==> config.mk <==
export PLATFORM = sky130hd
export DESIGN_NAME = pixel_blob_box_grouper_unit_flat
export DESIGN_NICKNAME = d
export VERILOG_FILES = /design/src/hw/rtl/pbbg_pkg.sv /design/src/hw/rtl/pbbg_if.sv /design/src/hw/rtl/pbbg_cfg.sv /design/src/hw/rtl/pbbg_ram.sv /design/src/hw/rtl/pbbg_dist.sv /design/src/hw/rtl/pixel_blob_box_grouper_unit.sv /design/src/flat_wrapper.sv
export VERILOG_INCLUDE_DIRS = /design/src /design/src/hw/rtl
export SDC_FILE = /design/constraint.sdc
export NUM_CORES = 2
export LEC_CHECK = 0
export BUFFER_PORTS_ARGS = -buffer_cell sky130_fd_sc_hd__buf_2
export CELL_PAD_IN_SITES_DETAIL_PLACEMENT = 1
export CELL_PAD_IN_SITES_GLOBAL_PLACEMENT = 2
export CORE_MARGIN = 1.5
export CORE_UTILIZATION = 41
export DETAILED_ROUTE_END_ITERATION = 8
export PLACE_DENSITY_LB_ADDON = 0.15
export SYNTH_ARGS = -nofsm -noshare
export SYNTH_HDL_FRONTEND = slang
export SYNTH_SLANG_ARGS = --single-unit
export TNS_END_PERCENT = 10
==> constraint.sdc <==
create_clock -name clk -period 7.8 [get_ports clk]
set_input_delay 1.56 -clock clk [delete_from_list [all_inputs] [get_ports clk]]
set_output_delay 1.56 -clock clk [all_outputs]
set_load 0.05 [all_outputs]
==> src/hw/rtl/assert_macros.svh <==
// Assertion helpers included by pixel_blob_box_grouper_unit.
`ifndef ASSERT_MACROS_SVH
`define ASSERT_MACROS_SVH

`ifndef ASSERT_OFF

// Expression holds at every clock edge out of reset.
`define ASSERT_ALWAYS(lbl, clk, rstn, expr) \
  lbl: assert property (@(posedge clk) disable iff (!rstn) (expr)) \
    else $error("assertion failed");

// Consequent holds in the same cycle as the antecedent.
`define ASSERT_IMPLIES(lbl, clk, rstn, ante, cons) \
  lbl: assert property (@(posedge clk) disable iff (!rstn) (ante) |-> (cons)) \
    else $error("assertion failed");

// Consequent holds in the cycle after the antecedent.
`define ASSERT_NEXT(lbl, clk, rstn, ante, cons) \
  lbl: assert property (@(posedge clk) disable iff (!rstn) (ante) |=> (cons)) \
    else $error("assertion failed");

`else

`define ASSERT_ALWAYS(lbl, clk, rstn, expr)
`define ASSERT_IMPLIES(lbl, clk, rstn, ante, cons)
`define ASSERT_NEXT(lbl, clk, rstn, ante, cons)

`endif

`endif

==> src/hw/rtl/pbbg_pkg.sv <==
package pbbg_pkg;

  localparam int PIX_W     = 8;
  localparam int THR_W     = 16;
  localparam int DIST_W    = 25;
  localparam int FW_W      = 13;
  localparam int GI_W      = 4;
  localparam int OUT_CW    = 12;
  localparam int CFG_AW    = 5;
  localparam int CFG_DW    = 32;
  localparam int REG_IDX_W = 3;

  localparam logic [PIX_W-1:0] PIX_MAX = 8'd255;

  // register indexes (byte address = 4 * index)
  localparam logic [REG_IDX_W-1:0] REG_DETECT_MODE     = 3'd0;
  localparam logic [REG_IDX_W-1:0] REG_TARGET_RED      = 3'd1;
  localparam logic [REG_IDX_W-1:0] REG_PIXEL_THRESHOLD = 3'd2;
  localparam logic [REG_IDX_W-1:0] REG_BLOB_DISTANCE   = 3'd3;
  localparam logic [REG_IDX_W-1:0] REG_FRAME_WIDTH     = 3'd4;

  localparam logic [DIST_W-1:0] RST_BLOB_DISTANCE = 25'd100;
  localparam logic [FW_W-1:0]   RST_FRAME_WIDTH   = 13'd640;

  typedef struct packed {
    logic              detect_mode;
    logic [PIX_W-1:0]  target_red;
    logic [THR_W-1:0]  pixel_threshold;
    logic [DIST_W-1:0] blob_distance;
    logic [FW_W-1:0]   frame_width;
  } cfg_t;

endpackage

==> src/hw/rtl/pbbg_if.sv <==
interface pbbg_in_if;
  import pbbg_pkg::*;

  logic             valid;
  logic             ready;
  logic [PIX_W-1:0] red_now;
  logic [PIX_W-1:0] red_prev;
  logic             frame_end;

  modport source (output valid, red_now, red_prev, frame_end, input ready);
  modport sink (input valid, red_now, red_prev, frame_end, output ready);
endinterface

interface pbbg_out_if;
  import pbbg_pkg::*;

  logic              valid;
  logic              ready;
  logic              is_box;
  logic [PIX_W-1:0]  pixel_out;
  logic              hit;
  logic [GI_W-1:0]   group_index;
  logic              opened_new;
  logic              table_full;
  logic [OUT_CW-1:0] box_min_x;
  logic [OUT_CW-1:0] box_min_y;
  logic [OUT_CW-1:0] box_max_x;
  logic [OUT_CW-1:0] box_max_y;
  logic              last;

  modport source (output valid, is_box, pixel_out, hit, group_index, opened_new,
                  table_full, box_min_x, box_min_y, box_max_x, box_max_y, last,
                  input ready);
  modport sink (input valid, is_box, pixel_out, hit, group_index, opened_new,
                table_full, box_min_x, box_min_y, box_max_x, box_max_y, last,
                output ready);
endinterface

==> src/hw/rtl/pbbg_cfg.sv <==
module pbbg_cfg (
  input  logic                         clk,
  input  logic                         rst_n,
  input  logic                         psel,
  input  logic                         penable,
  input  logic                         pwrite,
  input  logic [pbbg_pkg::CFG_AW-1:0]  paddr,
  input  logic [pbbg_pkg::CFG_DW-1:0]  pwdata,
  output logic [pbbg_pkg::CFG_DW-1:0]  prdata,
  output logic                         pready,
  output pbbg_pkg::cfg_t               cfg
);
  import pbbg_pkg::*;

  cfg_t                 cfg_r;
  cfg_t                 cfg_nxt;
  logic                 wr_en;
  logic [REG_IDX_W-1:0] reg_idx;

  assign pready  = 1'b1;
  assign wr_en   = psel && penable && pwrite;
  assign reg_idx = paddr[CFG_AW-1:2];
  assign cfg     = cfg_r;

  always_comb begin
    cfg_nxt = cfg_r;
    if (wr_en) begin
      unique case (reg_idx)
        REG_DETECT_MODE:     cfg_nxt.detect_mode     = pwdata[0];
        REG_TARGET_RED:      cfg_nxt.target_red      = pwdata[PIX_W-1:0];
        REG_PIXEL_THRESHOLD: cfg_nxt.pixel_threshold = pwdata[THR_W-1:0];
        REG_BLOB_DISTANCE:   cfg_nxt.blob_distance   = pwdata[DIST_W-1:0];
        REG_FRAME_WIDTH:     cfg_nxt.frame_width     = pwdata[FW_W-1:0];
        default:             cfg_nxt = cfg_r;
      endcase
    end
  end

  always_comb begin
    unique case (reg_idx)
      REG_DETECT_MODE:     prdata = CFG_DW'(cfg_r.detect_mode);
      REG_TARGET_RED:      prdata = CFG_DW'(cfg_r.target_red);
      REG_PIXEL_THRESHOLD: prdata = CFG_DW'(cfg_r.pixel_threshold);
      REG_BLOB_DISTANCE:   prdata = CFG_DW'(cfg_r.blob_distance);
      REG_FRAME_WIDTH:     prdata = CFG_DW'(cfg_r.frame_width);
      default:             prdata = '0;
    endcase
  end

  always_ff @(posedge clk) begin
    if (!rst_n) begin
      cfg_r.detect_mode     <= 1'b0;
      cfg_r.target_red      <= '0;
      cfg_r.pixel_threshold <= '0;
      cfg_r.blob_distance   <= RST_BLOB_DISTANCE;
      cfg_r.frame_width     <= RST_FRAME_WIDTH;
    end else begin
      cfg_r <= cfg_nxt;
    end
  end

endmodule

==> src/hw/rtl/pbbg_ram.sv <==
module pbbg_ram #(
  parameter int DEPTH = 16,
  parameter int AW    = 4,
  parameter int DW    = 48
) (
  input  logic          clk,
  input  logic          we,
  input  logic [AW-1:0] waddr,
  input  logic [DW-1:0] wdata,
  input  logic          re,
  input  logic [AW-1:0] raddr,
  output logic [DW-1:0] rdata
);

  logic [DW-1:0] mem [DEPTH];
  logic [DW-1:0] rdata_r;

  assign rdata = rdata_r;

  always_ff @(posedge clk) begin
    if (we) begin
      mem[waddr] <= wdata;
    end
  end

  always_ff @(posedge clk) begin
    if (re) begin
      rdata_r <= mem[raddr];
    end
  end

endmodule

==> src/hw/rtl/pbbg_dist.sv <==
// Box match pipeline: read data -> corner squares -> sum, min, compare.
module pbbg_dist #(
  parameter int COORD_BITS = 12,
  parameter int IDX_W      = 4
) (
  input  logic                          clk,
  input  logic                          rst_n,
  input  logic                          flush,
  input  logic                          issue,
  input  logic [IDX_W-1:0]              issue_idx,
  input  logic [COORD_BITS-1:0]         x,
  input  logic [COORD_BITS-1:0]         y,
  input  logic [pbbg_pkg::DIST_W-1:0]   blob_distance,
  input  logic [4*COORD_BITS-1:0]       rd_box,
  output logic                          res_valid,
  output logic                          res_match,
  output logic [IDX_W-1:0]              res_idx,
  output logic [4*COORD_BITS-1:0]       res_box
);
  import pbbg_pkg::*;

  localparam int C     = COORD_BITS;
  localparam int BOX_W = 4 * C;
  localparam int SQ_W  = 2 * C;
  localparam int SUM_W = SQ_W + 1;
  localparam int CMP_W = (SUM_W > DIST_W) ? SUM_W : DIST_W;

  function automatic logic [C-1:0] abs_diff(input logic [C-1:0] a, input logic [C-1:0] b);
    abs_diff = (a >= b) ? (a - b) : (b - a);
  endfunction

  logic             a_valid_r, a_valid_nxt;
  logic [IDX_W-1:0] a_idx_r, a_idx_nxt;

  logic             b_valid_r, b_valid_nxt;
  logic [IDX_W-1:0] b_idx_r, b_idx_nxt;
  logic [BOX_W-1:0] b_box_r, b_box_nxt;
  logic [SQ_W-1:0]  b_sq_r [4];
  logic [SQ_W-1:0]  b_sq_nxt [4];

  logic             c_valid_r, c_valid_nxt;
  logic             c_match_r, c_match_nxt;
  logic [IDX_W-1:0] c_idx_r, c_idx_nxt;
  logic [BOX_W-1:0] c_box_r, c_box_nxt;

  logic [C-1:0]     d [4];
  logic [SUM_W-1:0] dl, dr, dm;

  // box layout: {min_x, min_y, max_x, max_y}
  always_comb begin
    d[0] = abs_diff(rd_box[4*C-1:3*C], x);
    d[1] = abs_diff(rd_box[3*C-1:2*C], y);
    d[2] = abs_diff(rd_box[2*C-1:C], x);
    d[3] = abs_diff(rd_box[C-1:0], y);
    for (int k = 0; k < 4; k++) begin
      b_sq_nxt[k] = SQ_W'(d[k]) * SQ_W'(d[k]);
    end
  end

  always_comb begin
    dl = SUM_W'(b_sq_r[0]) + SUM_W'(b_sq_r[1]);
    dr = SUM_W'(b_sq_r[2]) + SUM_W'(b_sq_r[3]);
    dm = (dl < dr) ? dl : dr;
  end

  always_comb begin
    a_valid_nxt = issue && !flush;
    a_idx_nxt   = issue_idx;
    b_valid_nxt = a_valid_r && !flush;
    b_idx_nxt   = a_idx_r;
    b_box_nxt   = rd_box;
    c_valid_nxt = b_valid_r && !flush;
    c_idx_nxt   = b_idx_r;
    c_box_nxt   = b_box_r;
    c_match_nxt = CMP_W'(dm) < CMP_W'(blob_distance);
  end

  always_ff @(posedge clk) begin
    if (!rst_n) begin
      a_valid_r <= 1'b0;
      b_valid_r <= 1'b0;
      c_valid_r <= 1'b0;
    end else begin
      a_valid_r <= a_valid_nxt;
      b_valid_r <= b_valid_nxt;
      c_valid_r <= c_valid_nxt;
    end
  end

  always_ff @(posedge clk) begin
    a_idx_r   <= a_idx_nxt;
    b_idx_r   <= b_idx_nxt;
    b_box_r   <= b_box_nxt;
    b_sq_r    <= b_sq_nxt;
    c_idx_r   <= c_idx_nxt;
    c_box_r   <= c_box_nxt;
    c_match_r <= c_match_nxt;
  end

  assign res_valid = c_valid_r;
  assign res_match = c_match_r;
  assign res_idx   = c_idx_r;
  assign res_box   = c_box_r;

endmodule

==> src/hw/rtl/pixel_blob_box_grouper_unit.sv <==
// Pixel blob box grouper. Takes one pixel request per item in raster order
// (red of the current and previous frame plus a frame-end mark), tests it
// against the target color or the previous frame, and groups hit pixels into
// up to MAX_BOXES bounding boxes held in a single-port-write, registered-read
// box memory. Every request yields one pixel result first; a frame-end request
// then yields one result per stored box, in creation order, and clears the
// column and row counters. Boxes persist across frames until reset. A pixel
// that misses goes straight to its pixel result, and a hit with no stored box
// opens the first box. A hit that scans stored boxes issues one box read per
// cycle into a three-stage match pipeline; a scan that finds no match ends in
// a new box or the table-full flag. A frame end dumps the stored boxes with
// the memory read and the output load alternating, and a stalled sink holds
// the dump. The box memory has no clearing pass: only entries below the box
// count are ever read. Configuration goes through an APB-style port and is to
// be written only while the block is idle; the user must keep to this, as the
// block itself does not enforce it.
`include "assert_macros.svh"

module pixel_blob_box_grouper_unit #(
  parameter int MAX_BOXES  = 16,
  parameter int COORD_BITS = 12
) (
  input  logic                         clk,
  input  logic                         rst_n,
  pbbg_in_if.sink                      in_ch,
  pbbg_out_if.source                   out_ch,
  input  logic                         psel,
  input  logic                         penable,
  input  logic                         pwrite,
  input  logic [pbbg_pkg::CFG_AW-1:0]  paddr,
  input  logic [pbbg_pkg::CFG_DW-1:0]  pwdata,
  output logic [pbbg_pkg::CFG_DW-1:0]  prdata,
  output logic                         pready
);
  import pbbg_pkg::*;

  localparam int C     = COORD_BITS;
  localparam int IDX_W = (MAX_BOXES > 1) ? $clog2(MAX_BOXES) : 1;
  localparam int CNT_W = $clog2(MAX_BOXES + 1);
  localparam int BOX_W = 4 * C;
  localparam int NX_W  = (C + 1 > FW_W) ? C + 1 : FW_W;
  localparam int SQ_W  = 2 * PIX_W;

  localparam logic [2:0] S_IDLE  = 3'd0;
  localparam logic [2:0] S_CLASS = 3'd1;
  localparam logic [2:0] S_SCAN  = 3'd2;
  localparam logic [2:0] S_OPEN  = 3'd3;
  localparam logic [2:0] S_PIX   = 3'd4;
  localparam logic [2:0] S_DRD   = 3'd5;
  localparam logic [2:0] S_DOUT  = 3'd6;

  cfg_t cfg;

  // control state
  logic [2:0]       state_r, state_nxt;
  logic [CNT_W-1:0] cnt_r, cnt_nxt;
  logic [C-1:0]     col_r, col_nxt;
  logic [C-1:0]     row_r, row_nxt;
  logic [CNT_W-1:0] rd_idx_r, rd_idx_nxt;
  logic             ov_r, ov_nxt;

  // request payload held for the whole item
  logic [PIX_W-1:0] now_r, now_nxt;
  logic [PIX_W-1:0] prev_r, prev_nxt;
  logic             fend_r, fend_nxt;
  logic [C-1:0]     x_r, x_nxt;
  logic [C-1:0]     y_r, y_nxt;
  logic             hit_r, hit_nxt;
  logic [IDX_W-1:0] gi_r, gi_nxt;
  logic             opn_r, opn_nxt;
  logic             full_r, full_nxt;

  // output register
  logic              o_is_box_r, o_is_box_nxt;
  logic [PIX_W-1:0]  o_pix_r, o_pix_nxt;
  logic              o_hit_r, o_hit_nxt;
  logic [GI_W-1:0]   o_gi_r, o_gi_nxt;
  logic              o_opn_r, o_opn_nxt;
  logic              o_full_r, o_full_nxt;
  logic [OUT_CW-1:0] o_min_x_r, o_min_x_nxt;
  logic [OUT_CW-1:0] o_min_y_r, o_min_y_nxt;
  logic [OUT_CW-1:0] o_max_x_r, o_max_x_nxt;
  logic [OUT_CW-1:0] o_max_y_r, o_max_y_nxt;
  logic              o_last_r, o_last_nxt;

  // box memory and match pipeline
  logic             ram_we;
  logic [IDX_W-1:0] ram_waddr;
  logic [BOX_W-1:0] ram_wdata;
  logic             ram_re;
  logic [BOX_W-1:0] ram_rdata;
  logic             issue;
  logic             flush;
  logic             res_valid;
  logic             res_match;
  logic [IDX_W-1:0] res_idx;
  logic [BOX_W-1:0] res_box;

  logic             accept;
  logic             out_free;
  logic [PIX_W-1:0] ref_val;
  logic [PIX_W-1:0] red_diff;
  logic [SQ_W-1:0]  red_sq;
  logic             hit_c;
  logic [NX_W-1:0]  nx;
  logic [C-1:0]     w_min_x, w_min_y, w_max_x, w_max_y;

  pbbg_cfg u_cfg (
    .clk     (clk),
    .rst_n   (rst_n),
    .psel    (psel),
    .penable (penable),
    .pwrite  (pwrite),
    .paddr   (paddr),
    .pwdata  (pwdata),
    .prdata  (prdata),
    .pready  (pready),
    .cfg     (cfg)
  );

  pbbg_ram #(
    .DEPTH (MAX_BOXES),
    .AW    (IDX_W),
    .DW    (BOX_W)
  ) u_ram (
    .clk   (clk),
    .we    (ram_we),
    .waddr (ram_waddr),
    .wdata (ram_wdata),
    .re    (ram_re),
    .raddr (rd_idx_r[IDX_W-1:0]),
    .rdata (ram_rdata)
  );

  pbbg_dist #(
    .COORD_BITS (COORD_BITS),
    .IDX_W      (IDX_W)
  ) u_dist (
    .clk           (clk),
    .rst_n         (rst_n),
    .flush         (flush),
    .issue         (issue),
    .issue_idx     (rd_idx_r[IDX_W-1:0]),
    .x             (x_r),
    .y             (y_r),
    .blob_distance (cfg.blob_distance),
    .rd_box        (ram_rdata),
    .res_valid     (res_valid),
    .res_match     (res_match),
    .res_idx       (res_idx),
    .res_box       (res_box)
  );

  // one request in flight at a time; the output register frees the sink side
  assign in_ch.ready = (state_r == S_IDLE);
  assign accept      = in_ch.valid && in_ch.ready;
  assign out_free    = !ov_r || out_ch.ready;

  // stale box reads left in the pipeline after a match are dropped here
  assign flush = (state_r != S_SCAN);

  // threshold test on the held pixel
  always_comb begin
    ref_val  = cfg.detect_mode ? prev_r : cfg.target_red;
    red_diff = (now_r >= ref_val) ? (now_r - ref_val) : (ref_val - now_r);
    red_sq   = SQ_W'(red_diff) * SQ_W'(red_diff);
    hit_c    = cfg.detect_mode ? (red_sq >= cfg.pixel_threshold)
                               : (red_sq <= cfg.pixel_threshold);
  end

  // matched box widened to take the pixel; layout {min_x, min_y, max_x, max_y}
  always_comb begin
    w_min_x = (x_r < res_box[4*C-1:3*C]) ? x_r : res_box[4*C-1:3*C];
    w_min_y = (y_r < res_box[3*C-1:2*C]) ? y_r : res_box[3*C-1:2*C];
    w_max_x = (x_r > res_box[2*C-1:C])   ? x_r : res_box[2*C-1:C];
    w_max_y = (y_r > res_box[C-1:0])     ? y_r : res_box[C-1:0];
  end

  assign nx = NX_W'(col_r) + NX_W'(1);

  always_comb begin
    state_nxt  = state_r;
    cnt_nxt    = cnt_r;
    col_nxt    = col_r;
    row_nxt    = row_r;
    rd_idx_nxt = rd_idx_r;
    ov_nxt     = ov_r;
    now_nxt    = now_r;
    prev_nxt   = prev_r;
    fend_nxt   = fend_r;
    x_nxt      = x_r;
    y_nxt      = y_r;
    hit_nxt    = hit_r;
    gi_nxt     = gi_r;
    opn_nxt    = opn_r;
    full_nxt   = full_r;

    o_is_box_nxt = o_is_box_r;
    o_pix_nxt    = o_pix_r;
    o_hit_nxt    = o_hit_r;
    o_gi_nxt     = o_gi_r;
    o_opn_nxt    = o_opn_r;
    o_full_nxt   = o_full_r;
    o_min_x_nxt  = o_min_x_r;
    o_min_y_nxt  = o_min_y_r;
    o_max_x_nxt  = o_max_x_r;
    o_max_y_nxt  = o_max_y_r;
    o_last_nxt   = o_last_r;

    ram_we    = 1'b0;
    ram_waddr = res_idx;
    ram_wdata = {w_min_x, w_min_y, w_max_x, w_max_y};
    ram_re    = 1'b0;
    issue     = 1'b0;

    // drop the held result once the sink takes it
    if (ov_r && out_ch.ready) begin
      ov_nxt = 1'b0;
    end

    unique case (state_r)
      S_IDLE: begin
        if (accept) begin
          now_nxt  = in_ch.red_now;
          prev_nxt = in_ch.red_prev;
          fend_nxt = in_ch.frame_end;
          x_nxt    = col_r;
          y_nxt    = row_r;
          // advance the raster counters now; the pixel keeps its own x and y
          if (in_ch.frame_end) begin
            col_nxt = '0;
            row_nxt = '0;
          end else if (nx >= NX_W'(cfg.frame_width) || nx[C]) begin
            col_nxt = '0;
            row_nxt = row_r + C'(1);
          end else begin
            col_nxt = nx[C-1:0];
          end
          state_nxt = S_CLASS;
        end
      end

      S_CLASS: begin
        hit_nxt    = hit_c;
        gi_nxt     = '0;
        opn_nxt    = 1'b0;
        full_nxt   = 1'b0;
        rd_idx_nxt = '0;
        if (!hit_c) begin
          state_nxt = S_PIX;
        end else if (cnt_r == '0) begin
          state_nxt = S_OPEN;
        end else begin
          state_nxt = S_SCAN;
        end
      end

      S_SCAN: begin
        // issue one box read per cycle until every stored box is in flight
        if (rd_idx_r < cnt_r) begin
          ram_re     = 1'b1;
          issue      = 1'b1;
          rd_idx_nxt = rd_idx_r + CNT_W'(1);
        end
        // first match in creation order wins; write back the widened box
        if (res_valid) begin
          if (res_match) begin
            ram_we    = 1'b1;
            gi_nxt    = res_idx;
            state_nxt = S_PIX;
          end else if (CNT_W'(res_idx) == cnt_r - CNT_W'(1)) begin
            state_nxt = S_OPEN;
          end
        end
      end

      S_OPEN: begin
        if (cnt_r < CNT_W'(MAX_BOXES)) begin
          ram_we    = 1'b1;
          ram_waddr = cnt_r[IDX_W-1:0];
          ram_wdata = {x_r, y_r, x_r, y_r};
          gi_nxt    = cnt_r[IDX_W-1:0];
          opn_nxt   = 1'b1;
          cnt_nxt   = cnt_r + CNT_W'(1);
        end else begin
          full_nxt = 1'b1;
        end
        state_nxt = S_PIX;
      end

      S_PIX: begin
        if (out_free) begin
          ov_nxt       = 1'b1;
          o_is_box_nxt = 1'b0;
          o_pix_nxt    = hit_r ? PIX_MAX : now_r;
          o_hit_nxt    = hit_r;
          o_gi_nxt     = GI_W'(gi_r);
          o_opn_nxt    = opn_r;
          o_full_nxt   = full_r;
          o_min_x_nxt  = '0;
          o_min_y_nxt  = '0;
          o_max_x_nxt  = '0;
          o_max_y_nxt  = '0;
          o_last_nxt   = !fend_r || (cnt_r == '0);
          rd_idx_nxt   = '0;
          state_nxt    = (fend_r && cnt_r != '0) ? S_DRD : S_IDLE;
        end
      end

      S_DRD: begin
        ram_re    = 1'b1;
        state_nxt = S_DOUT;
      end

      S_DOUT: begin
        // read data holds in the memory output register while the sink stalls
        if (out_free) begin
          ov_nxt       = 1'b1;
          o_is_box_nxt = 1'b1;
          o_pix_nxt    = '0;
          o_hit_nxt    = 1'b0;
          o_gi_nxt     = GI_W'(rd_idx_r);
          o_opn_nxt    = 1'b0;
          o_full_nxt   = 1'b0;
          o_min_x_nxt  = OUT_CW'(ram_rdata[4*C-1:3*C]);
          o_min_y_nxt  = OUT_CW'(ram_rdata[3*C-1:2*C]);
          o_max_x_nxt  = OUT_CW'(ram_rdata[2*C-1:C]);
          o_max_y_nxt  = OUT_CW'(ram_rdata[C-1:0]);
          o_last_nxt   = (rd_idx_r == cnt_r - CNT_W'(1));
          if (rd_idx_r == cnt_r - CNT_W'(1)) begin
            state_nxt = S_IDLE;
          end else begin
            rd_idx_nxt = rd_idx_r + CNT_W'(1);
            state_nxt  = S_DRD;
          end
        end
      end

      default: begin
        state_nxt = S_IDLE;
      end
    endcase
  end

  always_ff @(posedge clk) begin
    if (!rst_n) begin
      state_r  <= S_IDLE;
      cnt_r    <= '0;
      col_r    <= '0;
      row_r    <= '0;
      rd_idx_r <= '0;
      ov_r     <= 1'b0;
    end else begin
      state_r  <= state_nxt;
      cnt_r    <= cnt_nxt;
      col_r    <= col_nxt;
      row_r    <= row_nxt;
      rd_idx_r <= rd_idx_nxt;
      ov_r     <= ov_nxt;
    end
  end

  always_ff @(posedge clk) begin
    now_r      <= now_nxt;
    prev_r     <= prev_nxt;
    fend_r     <= fend_nxt;
    x_r        <= x_nxt;
    y_r        <= y_nxt;
    hit_r      <= hit_nxt;
    gi_r       <= gi_nxt;
    opn_r      <= opn_nxt;
    full_r     <= full_nxt;
    o_is_box_r <= o_is_box_nxt;
    o_pix_r    <= o_pix_nxt;
    o_hit_r    <= o_hit_nxt;
    o_gi_r     <= o_gi_nxt;
    o_opn_r    <= o_opn_nxt;
    o_full_r   <= o_full_nxt;
    o_min_x_r  <= o_min_x_nxt;
    o_min_y_r  <= o_min_y_nxt;
    o_max_x_r  <= o_max_x_nxt;
    o_max_y_r  <= o_max_y_nxt;
    o_last_r   <= o_last_nxt;
  end

  assign out_ch.valid       = ov_r;
  assign out_ch.is_box      = o_is_box_r;
  assign out_ch.pixel_out   = o_pix_r;
  assign out_ch.hit         = o_hit_r;
  assign out_ch.group_index = o_gi_r;
  assign out_ch.opened_new  = o_opn_r;
  assign out_ch.table_full  = o_full_r;
  assign out_ch.box_min_x   = o_min_x_r;
  assign out_ch.box_min_y   = o_min_y_r;
  assign out_ch.box_max_x   = o_max_x_r;
  assign out_ch.box_max_y   = o_max_y_r;
  assign out_ch.last        = o_last_r;

  `ASSERT_ALWAYS(a_cnt_bound, clk, rst_n, cnt_r <= CNT_W'(MAX_BOXES))
  `ASSERT_IMPLIES(a_wr_state, clk, rst_n, ram_we, state_r == S_SCAN || state_r == S_OPEN)
  `ASSERT_NEXT(a_accept_class, clk, rst_n, in_ch.valid && in_ch.ready, state_r == S_CLASS)
  `ASSERT_IMPLIES(a_cnt_step, clk, rst_n, $past(rst_n) && cnt_r != $past(cnt_r), cnt_r == $past(cnt_r) + CNT_W'(1))

endmodule
==> src/flat_wrapper.sv <==
// flat-port wrapper written by rule: the top's interface ports become plain ports
module pixel_blob_box_grouper_unit_flat import pbbg_pkg::*;
#(
  parameter int MAX_BOXES  = 16,
  parameter int COORD_BITS = 12
)
  (clk, rst_n, psel, penable, pwrite, paddr, pwdata, prdata, pready, in_ch_valid, in_ch_red_now, in_ch_red_prev, in_ch_frame_end, in_ch_ready, out_ch_valid, out_ch_is_box, out_ch_pixel_out, out_ch_hit, out_ch_group_index, out_ch_opened_new, out_ch_table_full, out_ch_box_min_x, out_ch_box_min_y, out_ch_box_max_x, out_ch_box_max_y, out_ch_last, out_ch_ready);
  pbbg_in_if in_ch_i ();
  pbbg_out_if out_ch_i ();
  input  logic clk;
  input  logic rst_n;
  input  logic psel;
  input  logic penable;
  input  logic pwrite;
  input  logic [pbbg_pkg::CFG_AW-1:0] paddr;
  input  logic [pbbg_pkg::CFG_DW-1:0] pwdata;
  output logic [pbbg_pkg::CFG_DW-1:0] prdata;
  output logic pready;
  input wire logic [$bits(in_ch_i.valid)-1:0] in_ch_valid;
  input wire logic [$bits(in_ch_i.red_now)-1:0] in_ch_red_now;
  input wire logic [$bits(in_ch_i.red_prev)-1:0] in_ch_red_prev;
  input wire logic [$bits(in_ch_i.frame_end)-1:0] in_ch_frame_end;
  output wire logic [$bits(in_ch_i.ready)-1:0] in_ch_ready;
  output wire logic [$bits(out_ch_i.valid)-1:0] out_ch_valid;
  output wire logic [$bits(out_ch_i.is_box)-1:0] out_ch_is_box;
  output wire logic [$bits(out_ch_i.pixel_out)-1:0] out_ch_pixel_out;
  output wire logic [$bits(out_ch_i.hit)-1:0] out_ch_hit;
  output wire logic [$bits(out_ch_i.group_index)-1:0] out_ch_group_index;
  output wire logic [$bits(out_ch_i.opened_new)-1:0] out_ch_opened_new;
  output wire logic [$bits(out_ch_i.table_full)-1:0] out_ch_table_full;
  output wire logic [$bits(out_ch_i.box_min_x)-1:0] out_ch_box_min_x;
  output wire logic [$bits(out_ch_i.box_min_y)-1:0] out_ch_box_min_y;
  output wire logic [$bits(out_ch_i.box_max_x)-1:0] out_ch_box_max_x;
  output wire logic [$bits(out_ch_i.box_max_y)-1:0] out_ch_box_max_y;
  output wire logic [$bits(out_ch_i.last)-1:0] out_ch_last;
  input wire logic [$bits(out_ch_i.ready)-1:0] out_ch_ready;
  assign in_ch_i.valid = in_ch_valid;
  assign in_ch_i.red_now = in_ch_red_now;
  assign in_ch_i.red_prev = in_ch_red_prev;
  assign in_ch_i.frame_end = in_ch_frame_end;
  assign in_ch_ready = in_ch_i.ready;
  assign out_ch_valid = out_ch_i.valid;
  assign out_ch_is_box = out_ch_i.is_box;
  assign out_ch_pixel_out = out_ch_i.pixel_out;
  assign out_ch_hit = out_ch_i.hit;
  assign out_ch_group_index = out_ch_i.group_index;
  assign out_ch_opened_new = out_ch_i.opened_new;
  assign out_ch_table_full = out_ch_i.table_full;
  assign out_ch_box_min_x = out_ch_i.box_min_x;
  assign out_ch_box_min_y = out_ch_i.box_min_y;
  assign out_ch_box_max_x = out_ch_i.box_max_x;
  assign out_ch_box_max_y = out_ch_i.box_max_y;
  assign out_ch_last = out_ch_i.last;
  assign out_ch_i.ready = out_ch_ready;
  pixel_blob_box_grouper_unit #(.MAX_BOXES(MAX_BOXES), .COORD_BITS(COORD_BITS)) u_core (.clk(clk), .rst_n(rst_n), .in_ch(in_ch_i), .out_ch(out_ch_i), .psel(psel), .penable(penable), .pwrite(pwrite), .paddr(paddr), .pwdata(pwdata), .prdata(prdata), .pready(pready));
endmodule
==> results.cfg <==
[run_status]
status = finished with violations
violations = setup timing

[critical_path]
path_class = reg -> reg
cpLargestDelayFamily = adder cells
cp-end-kind = register
startpoint_type = register
cp_max_fo = 8
cpPeakStageDelay_ns = 0.62
cp_slowest_cell = o41ai_4
critPathRequiredTime_ns = 8.46
worst-path-buf-inv = 7
worstPathArrival_ns = 8.72

[placed_design]
hpwl_mm = 138
post_dp_cell_area_um2 = 77100
routabilityCongestion = 0.845
place_ws_ns = -0.556
numPortBuffers = 143
dpl.cell_count = 8213

[cells_and_area]
nNetsFinal = 7143
final_cells = 8504
layout-drive-gt1-share_pct = 24.6
utilization_pct = 49.5
design_area_um2 = 83000
area_growth_pct = 19.5

[floorplan]
initial_core_util_pct = 41.4
die_w_um = 414
core_um2 = 168000
die_y_um = 414
die-area_um2 = 172000
pin_count = 161
fp-row-count = 150

[synth]
synth_ff_type = edfxtp_1
async_reset_ff_share_pct = 0
synth-seq-area-share_pct = 49.0
synth.cell_area_um2 = 69400
syn_area_per_cell_um2 = 12.8
ys_ff_latch = 1234
post_synth_num_cell_types = 91
yosysWarnings = 0
netlist_instances = 5425
synth_edf_count = 929

[clock_network]
cts_buffers = 138
htree_levels = 4
path_clk_slew_ns = 0.06
cts_sinks = 1234
holdBufCountCts = 0
root_buffer = clkbuf_16
clkLatencyLatePin_ns = 0.78
cts.path.max_buffers = 3
cts_tree = yes

[timing]
layout_worst_path_cycle_share_pct = 103
tightest_slew_ns = 1.27
slew_violations = 0
clock_skew_ns = 0.0382
hold_viol = 0
grt_setup_unrepaired = yes
finalWorstPathRequiredPeriod_ns = 8.06
slew_headroom_pct = 13.1
finalSetupViolations = 6
finalWorstSetupSlack_ns = -0.258
fmax_mhz = 124

[global_routing]
grt_pass1_vias = 47400
grt_pass1_wl_mm = 289
antenna_found_initial = 7
grt_remaining_overflow = 0
grtUsageTotal_pct = 22.2
grt_max_degree = 149

[routing]
vias = 44100
routedWlPerCell_um = 22.3
drt_first_pass_iters = 5
avgViaCountPerCell = 5.18
first_iter_violations = 2583
ant_nets = 0
drt_wl_total_mm = 190
drc = 0

[flow_run]
max-cap-violations = 0

[worst_hold_path]
hold_class = reg -> reg
-- sequential cells by signal (all words and copies together) (netlist names), 8 cells and up --
signal and count:
u_core.out_ch.pixel_out 8, u_core.prev_r 8, u_core.u_dist.res_box 48, u_core.out_ch.box_max_y 12
u_core.out_ch.box_min_x 12, u_core.col_r 12, u_core.out_ch.box_max_x 12, u_core.row_r 12
u_core.u_dist.b_sq_r 92, u_core.u_dist.b_box_r 48, u_core.x_r 12, u_core.u_cfg.cfg 63
u_core.u_ram.rdata 48, u_core.u_ram.mem 768, u_core.y_r 12, u_core.now_r 8
u_core.out_ch.box_min_y 12
-- timing repair --
| item | 4_1_cts | 5_1_grt |
|---|---|---|
| gates resized for setup | 101 | 118 |
| pin swaps | 32 | 70 |
| setup buffers | 24 | 12 |
| setup endpoints to repair | 28 | 42 |
| cloned | 1 | 0 |
-- synthesized netlist by cell type (22+ instances only) --
| cell type | number | share of area, % |
|---|---|---|
| mux4_2 | 240 | 7.8 |
| buf_2 | 24 | 0.17 |
| fa_1 | 349 | 10 |
| inv_1 | 717 | 3.9 |
| nor2b_1 | 47 | 0.42 |
| ha_1 | 547 | 9.9 |
| nand2_1 | 246 | 1.3 |
| mux2i_1 | 98 | 1.4 |
| edfxtp_1 | 929 | 40 |
| nor2_1 | 450 | 2.4 |
| a21oi_1 | 227 | 1.6 |
| xor2_1 | 82 | 1.0 |
| xnor2_1 | 135 | 1.7 |
| or2_2 | 71 | 0.64 |
| o21bai_1 | 24 | 0.26 |
| o21ai_0 | 156 | 1.1 |
| a21o_1 | 94 | 1.0 |
| nor3_1 | 47 | 0.34 |
| nand4_1 | 27 | 0.24 |
| dfxtp_1 | 305 | 8.8 |
| nand3_1 | 42 | 0.30 |
| nand2b_1 | 62 | 0.56 |
| o21a_1 | 25 | 0.27 |
| and3_1 | 27 | 0.24 |
| a31oi_1 | 22 | 0.20 |
| clkbuf_1 | 138 | 0.75 |
-- metal layers --
layer	vias to the layer above	global-route usage, %	share of wire [%]
met1	22600	29.5	44
met3	221	2.66	3.5
met4	0	6.60	2.7
li1	20500	-	-
met2	757	37.9	50
met5	-	0	0
-- layout by cell type, fill, tap and decap left out, drive strengths merged, types with 73 or more instances in the layout --
master / count
edfxtp: 929
buf: 813
inv: 729
ha: 547
nor2: 451
fa: 349
dfxtp: 305
nand2: 246
mux4: 240
a21oi: 233
clkbuf: 172
o21ai: 164
xnor2: 135
mux2i: 99
a21o: 94
xor2: 84
or2: 73
-- path summary, 6_finish.rpt --
kind	start	slack (ns)	to	depth (start not counted)
setup / recovery	u_core.u_cfg.cfg[62]	-0.26	u_core.state_r[2]	39
hold / removal	u_core.u_dist.a_idx_r[1]	0.32	u_core.u_dist.b_idx_r[1]	0
setup reg to reg	u_core.u_cfg.cfg[62]	-0.26	u_core.state_r[2]	39
hold reg to reg	u_core.u_dist.a_idx_r[1]	0.32	u_core.u_dist.b_idx_r[1]	0
-- cells by family after synthesis --
family | Yosys count | share of synthesized area, %
buffers and inverters | 921 | 5.11
AO/OA/AOI/OAI | 705 | 6.42
XOR/XNOR | 219 | 2.78
multiplexers | 359 | 9.55
flip-flops | 1234 | 49.0
adder cells (fa/ha/maj) | 896 | 19.9
AND/OR/NAND/NOR | 1089 | 7.22
other | 2 | 0.0108
-- through the flow --
stage | hold WS, ns | setup TNS [ns]
after global routing | 0.326 | -7.69
after detailed placement | 0.313 | -7.83
after floorplan | 0.310 | -0.100
final | 0.320 | -0.875
after global placement | 0.310 | -6.60
after CTS | 0.326 | -1.83
-- layout make-up --
| cell class | count | area [um2] |
|---|---|---|
| diodes | 5 | 12.5 |
| flip-flops and latches | 1234 | 34000 |
| fillers | 17200 | 84600 |
| multi-input cells | 3276 | 32800 |
| clock inverters | 77 | 1010 |
| clock buffers | 172 | 3670 |
| well taps | 2204 | 2760 |
| inverters | 723 | 2720 |
| repair buffers | 813 | 5940 |
Power is not shown: default switching activity piles up to over one toggle a cycle in this logic, so the estimate is an artifact.
